===== config.mk =====
export PLATFORM = sky130hd
export DESIGN_NAME = multilevel_fifo_queue
export DESIGN_NICKNAME = d
export VERILOG_FILES = /design/src/mfq_pkg.sv /design/src/mfq_ctrl.sv /design/src/mfq_dp.sv /design/src/multilevel_fifo_queue.sv
export SDC_FILE = /design/constraint.sdc
export NUM_CORES = 2
export LEC_CHECK = 0
export BUFFER_PORTS_ARGS = -buffer_cell sky130_fd_sc_hd__buf_2
export CAP_MARGIN = 30
export CORE_MARGIN = 2
export CORE_UTILIZATION = 30
export CTS_BUF_LIST = sky130_fd_sc_hd__clkbuf_16
export CTS_CLUSTER_DIAMETER = 100
export DETAILED_ROUTE_END_ITERATION = 12
export GPL_ROUTABILITY_DRIVEN = 0
export PLACE_DENSITY = 0.43
export SETUP_SLACK_MARGIN = 0.05
export SLEW_MARGIN = 20
export SYNTH_ARGS = -nofsm -noshare
export SYNTH_HDL_FRONTEND = slang
export SYNTH_HIERARCHICAL = 1
export SYNTH_SLANG_ARGS = --single-unit

===== constraint.sdc =====
create_clock -name clk -period 4.9 [get_ports clk]
set_clock_uncertainty 0.1 [all_clocks]
set_input_delay 0.735 -clock clk [delete_from_list [all_inputs] [get_ports clk]]
set_output_delay 0.735 -clock clk [all_outputs]
set_load 0.02 [all_outputs]

===== src/mfq_pkg.sv =====
// Package for the multilevel FIFO queue: request and status codes,
// controller states and the command group from controller to datapath.
// No dependencies.
`timescale 1ns / 1ps
`default_nettype none

package mfq_pkg;

    typedef enum logic [1:0] {
        REQ_ENQ  = 2'd0,
        REQ_DEQ  = 2'd1,
        REQ_PRIO = 2'd2,
        REQ_QRY  = 2'd3
    } req_t;

    typedef enum logic [1:0] {
        ST_OK     = 2'd0,
        ST_EMPTY  = 2'd1,
        ST_FULL   = 2'd2,
        ST_BADIDX = 2'd3
    } status_t;

    typedef enum logic [1:0] {
        S_IDLE = 2'd0,
        S_EXEC = 2'd1,
        S_DONE = 2'd2
    } state_t;

    typedef struct packed {
        logic latch;
        logic exec;
    } cmd_t;

    localparam logic [15:0] NO_TIME = 16'hFFFF;
    localparam logic [15:0] NO_PID  = 16'h0000;

endpackage

`default_nettype wire


===== src/mfq_ctrl.sv =====
// Controller of the multilevel FIFO queue: request sequencing FSM.
// Depends on mfq_pkg.
`timescale 1ns / 1ps
`default_nettype none

module mfq_ctrl (
    input  wire logic          clk,
    input  wire logic          rst_n,
    input  wire logic          start,
    output mfq_pkg::cmd_t      cmd,
    output logic               busy,
    output logic               done
);

    mfq_pkg::state_t state_reg;
    mfq_pkg::state_t state_next;

    always_ff @(posedge clk or negedge rst_n)
    begin
        if (!rst_n)
        begin
            state_reg <= mfq_pkg::S_IDLE;
        end
        else
        begin
            state_reg <= state_next;
        end
    end

    always_comb
    begin
        state_next = state_reg;
        case (state_reg)
            mfq_pkg::S_IDLE:
            begin
                if (start)
                begin
                    state_next = mfq_pkg::S_EXEC;
                end
            end
            mfq_pkg::S_EXEC:
            begin
                state_next = mfq_pkg::S_DONE;
            end
            mfq_pkg::S_DONE:
            begin
                state_next = start ? mfq_pkg::S_EXEC : mfq_pkg::S_IDLE;
            end
            default:
            begin
                state_next = mfq_pkg::S_IDLE;
            end
        endcase
    end

    always_comb
    begin
        busy      = 1'b0;
        done      = 1'b0;
        cmd.exec  = 1'b0;
        case (state_reg)
            mfq_pkg::S_EXEC:
            begin
                busy     = 1'b1;
                cmd.exec = 1'b1;
            end
            mfq_pkg::S_DONE:
            begin
                done = 1'b1;
            end
            default:
            begin
                busy = 1'b0;
            end
        endcase
        cmd.latch = start && !busy;
    end

endmodule

`default_nettype wire


===== src/mfq_dp.sv =====
// Datapath of the multilevel FIFO queue: entry memory, per-queue pointers
// and counts, priority select and result registers. Depends on mfq_pkg.
`timescale 1ns / 1ps
`default_nettype none

module mfq_dp #(
    parameter int NUM_QUEUES  = 4,
    parameter int QUEUE_DEPTH = 16
) (
    input  wire logic               clk,
    input  wire logic               rst_n,
    input  wire mfq_pkg::cmd_t      cmd,
    input  wire logic [1:0]         req_type,
    input  wire logic [1:0]         queue_index,
    input  wire logic [15:0]        pid,
    input  wire logic signed [15:0] exec_time,
    input  wire logic               active_queues_we,
    input  wire logic [2:0]         active_queues,
    output logic [1:0]              status,
    output logic [15:0]             out_pid,
    output logic signed [15:0]      out_time,
    output logic [1:0]              served_queue,
    output logic                    queue_empty,
    output logic                    all_empty
);

    localparam int QW  = (NUM_QUEUES > 1) ? $clog2(NUM_QUEUES) : 1;
    localparam int PW  = $clog2(QUEUE_DEPTH);
    localparam int OW  = $clog2(QUEUE_DEPTH + 1);
    localparam int NW  = $clog2(NUM_QUEUES + 1);
    localparam int AW  = QW + PW;
    localparam int MEM = 1 << AW;

    logic [2:0]      active_reg;
    logic [1:0]      req_reg;
    logic [1:0]      qidx_reg;
    logic [15:0]     pid_reg;
    logic [15:0]     time_reg;

    logic [PW-1:0]   head_reg [NUM_QUEUES];
    logic [PW-1:0]   tail_reg [NUM_QUEUES];
    logic [OW-1:0]   occ_reg  [NUM_QUEUES];
    logic [OW-1:0]   occ_next [NUM_QUEUES];

    logic [31:0]     mem [MEM];
    logic [31:0]     rdata_reg;

    logic [1:0]      status_reg;
    logic [1:0]      served_reg;
    logic            qempty_reg;
    logic            allempty_reg;
    logic            pop_reg;

    logic [NW-1:0]   active_n;
    logic            valid_idx;
    logic            found;
    logic [QW-1:0]   prio_q;
    logic [QW-1:0]   target;
    logic [OW-1:0]   occ_t;
    logic [PW-1:0]   head_t;
    logic [PW-1:0]   tail_t;
    logic            do_push;
    logic            do_pop;
    logic [1:0]      status_c;
    logic            qempty_c;
    logic            allempty_c;

    always_ff @(posedge clk or negedge rst_n)
    begin
        if (!rst_n)
        begin
            active_reg <= 3'd4;
        end
        else if (active_queues_we)
        begin
            active_reg <= active_queues;
        end
    end

    always_ff @(posedge clk)
    begin
        if (cmd.latch)
        begin
            req_reg  <= req_type;
            qidx_reg <= queue_index;
            pid_reg  <= pid;
            time_reg <= $unsigned(exec_time);
        end
    end

    always_comb
    begin
        if (32'(active_reg) > NUM_QUEUES)
        begin
            active_n = NW'(NUM_QUEUES);
        end
        else
        begin
            active_n = NW'(active_reg);
        end
        valid_idx = 32'(qidx_reg) < NUM_QUEUES;

        found  = 1'b0;
        prio_q = '0;
        for (int q = NUM_QUEUES - 1; q >= 0; q--)
        begin
            if (q < int'(active_n) && occ_reg[q] != '0)
            begin
                found  = 1'b1;
                prio_q = QW'(q);
            end
        end

        target = (req_reg == mfq_pkg::REQ_PRIO) ? prio_q : QW'(qidx_reg);
        occ_t  = occ_reg[target];
        head_t = head_reg[target];
        tail_t = tail_reg[target];

        do_push = (req_reg == mfq_pkg::REQ_ENQ) && valid_idx
                  && (occ_t != OW'(QUEUE_DEPTH));
        do_pop  = ((req_reg == mfq_pkg::REQ_DEQ) && valid_idx && (occ_t != '0))
                  || ((req_reg == mfq_pkg::REQ_PRIO) && found);

        if (req_reg == mfq_pkg::REQ_PRIO)
        begin
            status_c = found ? mfq_pkg::ST_OK : mfq_pkg::ST_EMPTY;
        end
        else if (!valid_idx)
        begin
            status_c = mfq_pkg::ST_BADIDX;
        end
        else if (req_reg == mfq_pkg::REQ_ENQ && !do_push)
        begin
            status_c = mfq_pkg::ST_FULL;
        end
        else if (req_reg == mfq_pkg::REQ_DEQ && !do_pop)
        begin
            status_c = mfq_pkg::ST_EMPTY;
        end
        else
        begin
            status_c = mfq_pkg::ST_OK;
        end

        for (int q = 0; q < NUM_QUEUES; q++)
        begin
            occ_next[q] = occ_reg[q];
        end
        if (do_push)
        begin
            occ_next[target] = occ_t + OW'(1);
        end
        if (do_pop)
        begin
            occ_next[target] = occ_t - OW'(1);
        end

        if (req_reg == mfq_pkg::REQ_PRIO)
        begin
            qempty_c = found ? (occ_next[target] == '0) : 1'b1;
        end
        else
        begin
            qempty_c = valid_idx ? (occ_next[target] == '0) : 1'b1;
        end

        allempty_c = 1'b1;
        for (int q = 0; q < NUM_QUEUES; q++)
        begin
            if (q < int'(active_n) && occ_next[q] != '0)
            begin
                allempty_c = 1'b0;
            end
        end
    end

    always_ff @(posedge clk or negedge rst_n)
    begin
        if (!rst_n)
        begin
            for (int q = 0; q < NUM_QUEUES; q++)
            begin
                head_reg[q] <= '0;
                tail_reg[q] <= '0;
                occ_reg[q]  <= '0;
            end
        end
        else if (cmd.exec)
        begin
            for (int q = 0; q < NUM_QUEUES; q++)
            begin
                occ_reg[q] <= occ_next[q];
            end
            if (do_push)
            begin
                tail_reg[target] <= (tail_t == PW'(QUEUE_DEPTH - 1)) ? '0 : tail_t + PW'(1);
            end
            if (do_pop)
            begin
                head_reg[target] <= (head_t == PW'(QUEUE_DEPTH - 1)) ? '0 : head_t + PW'(1);
            end
        end
    end

    always_ff @(posedge clk)
    begin
        if (cmd.exec && do_push)
        begin
            mem[{target, tail_t}] <= {pid_reg, time_reg};
        end
        if (cmd.exec)
        begin
            rdata_reg <= mem[{target, head_t}];
        end
    end

    always_ff @(posedge clk)
    begin
        if (cmd.exec)
        begin
            status_reg   <= status_c;
            served_reg   <= do_pop ? 2'(target) : 2'd0;
            qempty_reg   <= qempty_c;
            allempty_reg <= allempty_c;
            pop_reg      <= do_pop;
        end
    end

    assign status       = status_reg;
    assign out_pid      = pop_reg ? rdata_reg[31:16] : mfq_pkg::NO_PID;
    assign out_time     = $signed(pop_reg ? rdata_reg[15:0] : mfq_pkg::NO_TIME);
    assign served_queue = served_reg;
    assign queue_empty  = qempty_reg;
    assign all_empty    = allempty_reg;

endmodule

`default_nettype wire


===== src/multilevel_fifo_queue.sv =====
// Top level of the multilevel priority FIFO queue of process entries.
// Depends on mfq_pkg, mfq_ctrl and mfq_dp.
//
// Channel   Handshake                 Payload
// request   start / busy              req_type, queue_index, pid, exec_time
// result    done (one-cycle strobe)   status, out_pid, out_time, served_queue,
//                                     queue_empty, all_empty
// config    active_queues_we          active_queues
//
// A request first selects the queue, updates pointers and accesses the
// entry memory, then presents the result from the registered memory
// read. busy is high only in the first step; a new request is taken
// while the result is shown. Asynchronous active-low reset empties all
// queues and sets active_queues to 4. The receiver cannot stall.
`timescale 1ns / 1ps
`default_nettype none

module multilevel_fifo_queue #(
    parameter int NUM_QUEUES  = 4,
    parameter int QUEUE_DEPTH = 16
) (
    input  wire logic               clk,
    input  wire logic               rst_n,
    input  wire logic               start,
    output logic                    busy,
    input  wire logic [1:0]         req_type,
    input  wire logic [1:0]         queue_index,
    input  wire logic [15:0]        pid,
    input  wire logic signed [15:0] exec_time,
    input  wire logic               active_queues_we,
    input  wire logic [2:0]         active_queues,
    output logic                    done,
    output logic [1:0]              status,
    output logic [15:0]             out_pid,
    output logic signed [15:0]      out_time,
    output logic [1:0]              served_queue,
    output logic                    queue_empty,
    output logic                    all_empty
);

    mfq_pkg::cmd_t cmd;

    mfq_ctrl u_ctrl (
        .clk   (clk),
        .rst_n (rst_n),
        .start (start),
        .cmd   (cmd),
        .busy  (busy),
        .done  (done)
    );

    mfq_dp #(
        .NUM_QUEUES  (NUM_QUEUES),
        .QUEUE_DEPTH (QUEUE_DEPTH)
    ) u_dp (
        .clk              (clk),
        .rst_n            (rst_n),
        .cmd              (cmd),
        .req_type         (req_type),
        .queue_index      (queue_index),
        .pid              (pid),
        .exec_time        (exec_time),
        .active_queues_we (active_queues_we),
        .active_queues    (active_queues),
        .status           (status),
        .out_pid          (out_pid),
        .out_time         (out_time),
        .served_queue     (served_queue),
        .queue_empty      (queue_empty),
        .all_empty        (all_empty)
    );

`ifndef SYNTHESIS
    a_accept_busy: assert property (@(posedge clk) disable iff (!rst_n)
        start && !busy |=> busy)
        else $error("accepted request did not raise busy");

    a_busy_done: assert property (@(posedge clk) disable iff (!rst_n)
        busy |=> done && !busy)
        else $error("request did not complete in two cycles");

    a_none_fields: assert property (@(posedge clk) disable iff (!rst_n)
        done && status != mfq_pkg::ST_OK |-> out_pid == 16'd0 && out_time == -16'sd1
            && served_queue == 2'd0)
        else $error("failed request carries entry data");
`endif

endmodule

`default_nettype wire


Yosys cells after proc, flatten, opt, wreduce, memory -nomap -nowiden
Memories as Yosys holds them, arrays and structs flattened. A register that Yosys moved wholly into a read port is not among the register bits.
Index checks and enable logic that the tools add are counted.
- bits in registers: 100
- memory bits (writable): 2048
- input port bits: 43
- output and inout port bits: 40
- logic and storage cells: 129
- memories: 1
- $add $sub $neg: 4
- $lt $le $gt $ge: 7
- eq/ne operators: 8
- multiplexer cells: 50
- bitwise gates (word level): 1
- reduce and logical (&&, ||, !) cells: 35
- memories (memory ; depth ; bits a word ; read ports ; clocked after Yosys merged registers in ; wr ports ; line ; text):
    u_dp.mem ; 64 ; 32 ; 1 ; 1 ; 1 ; mfq_dp.sv:45 ; logic [31:0] mem [MEM];
- operators with widths (operator ; count):
    $reduce_bool 5->1 ; 9
    $bwmux 20 ; 2
    $mux 20 ; 2
    $bwmux 16 ; 2
    $mux 16 ; 2
    $mux 4 ; 7
    $mux 5 ; 5
    $bmux 5 s2 ; 2
    $bmux 4 s2 ; 2
    $logic_and 1x1->1 ; 16
    $mux 2 ; 8
    $mux 1 ; 14
    $demux 5 s2 ; 1
    $add 4x1->4 const B ; 2
    $demux 4 s2 ; 1
    $eq 4x4->1 const B ; 2
    $lt 1x3->1 const A ; 2
    $lt 2x3->1 const A ; 2
    $pmux 2 s3 ; 1
    $add 5x1->5 const B ; 1
    $logic_not 5->1 ; 1
    $ne 5x5->1 const B ; 1
    $sub 5x1->5 const B ; 1
    $eq 2x1->1 const B ; 2
    12 further kinds ; 17

Longest topological paths before layout
- word-level depth: 24
- mapped depth: 18
- depth with buffers taken out: 13

Cells and area by module
The synthesis kept the hierarchy.
- modules (own cells, without submodules) (module ; times used ; cells each ; area an instance (µm²) ; seq. area each (µm²)):
    mfq_dp ; 1 ; 6432 ; 87737.9 ; 65128.7
    mfq_ctrl ; 1 ; 8 ; 100.1 ; 50.0

Worst setup path before layout
OpenSTA, ideal clock, no wires.
- path kind: reg2reg
- start: register u_dp/occ_reg[1] (netlist bit)
- end: memory u_dp.mem[20][0], enable pin
- setup time: 0.421 ns
- data arrival time: 4.766 ns
- required time: 4.379 ns
- setup slack: -0.387 ns
- cell stages (with the launch flop): 13
- path buffers: 4
- period minus slack after synthesis: 5.287 ns
- path through: dfrtp_1 buf_2 or4_4 o21ai_2 a2111oi_2 nor2_1 clkbuf_1 buf_2 mux2i_1 nand3_1 or3_1 clkbuf_1 nor2_1
- cells in the longest elaborated chain, start to end: 16
- elaborated cells on any way between the ends: 19
- those cells by class: eq/ne (1); mux (13); bitwise (1); reduce/logical (4)
- ends and longest elaborated chain (element ; line ; text):
    start, declared ; mfq_dp.sv:42 ; logic [OW-1:0] occ_reg [NUM_QUEUES];
    start signal, assigned by index ; mfq_dp.sv:192 ; occ_reg[q] <= occ_next[q];
    $reduce_bool 5->1 ; mfq_dp.sv:107 ; if (q < int'(active_n) && occ_reg[q] != '0)
    $logic_and 1x1->1 ; mfq_dp.sv:107 ;
    $mux 2 (4 in series) ; mfq_dp.sv:107 ;
    $mux 2 ; mfq_dp.sv:114 ; target = (req_reg == mfq_pkg::REQ_PRIO) ? prio_q : QW'(qidx_reg);
    $not 2->3 (implied by the code) ; mfq_dp.sv:115, mfq_dp.sv:117 ;
    $bmux 5 s2 ; mfq_dp.sv:115 ; occ_t = occ_reg[target];
    $mux 5 (implied by the code) (2 in series) ; mfq_dp.sv:115 ;
    $ne 5x5->1 ; mfq_dp.sv:120 ; && (occ_t != OW'(QUEUE_DEPTH));
    $logic_and 1x1->1 ; mfq_dp.sv:120 ;
    $logic_and 1x1->1 ; mfq_dp.sv:207 ; if (cmd.exec && do_push)
    $mux 1 ; mfq_dp.sv:207 ;
    $mux 1 (implied by the code) ; mfq_dp.sv:209 ; mem[{target, tail_t}] <= {pid_reg, time_reg};
    end, declared ; mfq_dp.sv:45 ;
Parallel ways exist; a longest one is shown, timed or not. The select of a mux whose other input is x is not followed.

Worst setup path in the final report
- start: register u_dp/occ_reg[0] (netlist bit)
- end: register u_dp.rdata_reg[5], read port of u_dp.mem (data pin)
- cells in the longest elaborated chain, start to end: 11
- ends and longest elaborated chain (element ; line ; text):
    $reduce_bool 5->1 (*) ; mfq_dp.sv:107 ;
    $logic_and 1x1->1 (*) ; mfq_dp.sv:107 ;
    $mux 2 (*) (4 in series) ; mfq_dp.sv:107 ;
    $mux 2 (*) ; mfq_dp.sv:114 ;
    $not 2->3 (implied by the code) ; mfq_dp.sv:116 ; head_t = head_reg[target];
    $bmux 4 s2 ; mfq_dp.sv:116 ;
    $mux 4 (implied by the code) (2 in series) ; mfq_dp.sv:116 ;
    end, declared ; mfq_dp.sv:46 ; logic [31:0] rdata_reg;
Every way passes the cells marked *; elsewhere a longest branch is shown, timed or not. The select of a mux whose other input is x is not followed.
A chain may end at the register's enable or synchronous reset.

==> results.tsv <==
metric	value	unit
CTS tree	done	
grt total ovfl	0	
maximum fanout along the worst path	11	
Main synth FF type	edfxtp_1	
RSZ-0062 raised after global routing	true	
CTS Root Cell	clkbuf_16	
worst path cell trace	or4_4, o2111a_1, o21ai_2, buf_4, nand2_1, buf_4, a211oi_1, buf_4, or2_4, buf_4, nand2_2, buf_4, a311oi_1, a31oi_1, a21oi_1, or4_1	
Hold Path Depth	1	
filler instances	27770	
Syn Nets	6485	
launch point of the worst reg-to-reg path	u_dp/occ_reg[0]	
max layer used	met4	
Total Routing Usage GR	18.46	%
layout cells sized above 1	14.95	%
setup violators final	0	
Tmin final	4756	ps
type of the most critical hold path	reg -> reg	
Worst Reg-to-Reg Cells	16	
endpoints failing hold	0	
CTS Buffer Depth	4	
Synth top cells by count	edfxtp_1, nand2_1, nand3_1, and3_1, mux2i_1	
synth-to-layout area growth	19.89	%
Max Cap Viol	0	
#FFs+latches synth	2180	
status	complete, no violations	
Cell Area, Synth	87840	sq um
met3 wire len	15320	microns
Core ar.	291100	sq um
count of buffers from port buffering	82	
crit share post-route	97.06	%
Worst EP required	5580	ps
Unique masters post-synth	76	
antenna violations before repair	13	
fin area	105300	sq um
pin count of the biggest net entering global routing	113	
Synth area leaders	edfxtp_1, nand2_1, mux2i_1	
Critical Path Stages	16	
Clock Pin Slew Worst Setup and Hold Paths	60	ps
total CTS buffers	244	
WP buf/inv	5	
average size of a mapped cell	13.64	sq um
Hold Slack	381.7	ps
crit-path most repeated cell	buf_4	
Max stage delay on crit path	600	ps
# rows	198	
Setup crit end kind	flip-flop	
CP arrival	5440	ps
clk sinks	2180	
Startpoint Class	flip-flop	
Top Family by Delay on Critical Path	compound AO/OA/AOI/OAI gates	
Power Density	523.5	nW/um^2
Yosys top cell area share	72.58	%
Gate Count Post-Synth	6440	
max frequency	0.2103	GHz
vias in the first global route	54580	
DR WL met2	134700	microns
io pins	83	
Initial Util	30.18	%
Crit-path slowest cell	or4_4	
Iteration-0 DRC Markers	5348	
DR vias	55970	
DP Wirelength	165000	microns
Yosys Warn Count	6	
Worst-Skew Late Latency	910	ps
wl on met1	129100	microns
maximum VDD drop	0.4824	mV
most numerous cell in the Yosys netlist	edfxtp_1	
critical path type	reg -> reg	
Via density	5.115	
Critical Path Start	u_dp/occ_reg[0]	
router iterations before antenna repair	6	
first-pass GRT wire length	405400	microns
die width	545.1	microns
number of synthesized flops with an enable pin	2123	
H-Tree Depth	4	
WL per Instance	26.12	microns
worst-margin pin slew	1010	ps
sequential fraction of the synthesis area	74.20	%
Die H	545.1	microns
Leak Pwr	36.52	nW
Final #Nets	6895	
slew margin rel.	32.66	%
fin. max-slew vios	0	
die area	297100	sq um
# DRC	0	
fraction of registers with async set/reset	2.615	%
final wirelength	285700	microns
Yosys top cell by area	edfxtp_1	
Post-DRT Antenna Nets	0	
hold_sp	u_ctrl/state_reg[0]	
DP Area	97050	sq um
max FFs per register	2048	
[worst paths after layout]
check	end	slack, ps
min	u_ctrl/state_reg[0]	380
max	u_dp/rdata_reg[5]	140
max reg2reg	u_dp/rdata_reg[5]	140
max in group asynchronous	u_dp/occ_reg[16]	3710
min in group asynchronous	u_ctrl/state_reg[0]	410
min reg2reg	u_ctrl/state_reg[0]	380
[routing by layer]
metal / global-route usage [%] / vias up
li1: - / 24980
met1: 26.07 / 29060
met2: 30.10 / 1573
met3: 2.110 / 354
met4: 4.822 / 0
met5: 0 / -
[power breakdown]
| part | total (W) | switching, W | internal, W |
|---|---|---|---|
| registers | 0.0211 | 0.000243 | 0.0209 |
| logic | 0.0170 | 0.0109 | 0.00606 |
| clock network | 0.0170 | 0.00740 | 0.00963 |
| total | 0.0551 | 0.0186 | 0.0365 |
[kinds of logic (layout without fill, tap and decap cells)]
group	Yosys count	after routing	synth area share [%]
mux	316	316	3.723
fa+ha+maj	2	2	0.02848
xor+xnor	16	16	0.1595
buf+inv	437	1028	2.137
simple gates	2732	2732	13.53
other cells	0	10	0
compound gates	757	757	6.223
flops	2180	2180	74.20
[cell usage in the layout, fill, tap and decap left out, types with 11 or more instances in the layout]
cell type,Yosys,final
a211oi_1,63,59
a21oi_1,116,114
a311oi_1,189,188
a31oi_1,105,104
a32oi_1,31,31
and2_1,21,21
and3_1,280,280
buf_12,0,136
buf_2,153,84
buf_4,8,307
bufinv_16,0,12
clkbuf_16,0,253
clkinv_1,0,50
clkinv_2,0,42
dfrtp_1,56,56
dlygate4sd3_1,0,44
edfxtp_1,2123,2123
inv_1,9,72
mux2_1,13,13
mux2_2,63,62
mux2i_1,239,237
nand2_1,1747,1739
nand2b_1,22,22
nand3_1,337,337
nor2_1,144,75
nor2_4,1,69
nor3_1,105,91
nor3_2,0,11
nor4_1,14,14
o2111ai_1,24,24
o21ai_0,57,57
o22a_1,23,23
o22ai_1,63,63
o32ai_1,16,15
or4_1,25,25
[through the flow]
stage | cells | worst slack [ps] | setup TNS, ps | utilization, % | power (W)
final | 10940 | 144.2 | 0 | 36.18 | 0.05513
after global routing | 10930 | 5.147 | 0 | 36.17 | 0.05771
after CTS | 10920 | 55.34 | 0 | 36.04 | 0.05528
after detailed placement | 10450 | -202.0 | -641.8 | 33.34 | 0.03805
after global placement | 10440 | -448.2 | -988.9 | 33.31 | 0.03805
after floorplan | 6440 | -386.9 | -119170 | - | 0.03147
[area by class of cell]
type | count | area, sq um | share of cell area (%)
inverters | 11 | 56.30 | 0.05347
diodes | 10 | 25.02 | 0.02376
clock inverters | 181 | 1145 | 1.087
well taps | 3900 | 4880 | 4.634
repair buffers | 590 | 6320 | 6.001
multi-input cells | 3823 | 21550 | 20.46
clock buffers | 246 | 6156 | 5.846
flip-flops and latches | 2180 | 65180 | 61.89
[repair_timing]
item,CTS,global route
hold buffers,44,0
endpoints found under the setup margin,11,25
gates cloned,0,7
hold endpoints to repair,96,0
pin swaps,1,3
gates resized for setup,10,31
setup buffers,4,4
No activity file was read; power rests on OpenSTA's default activity.
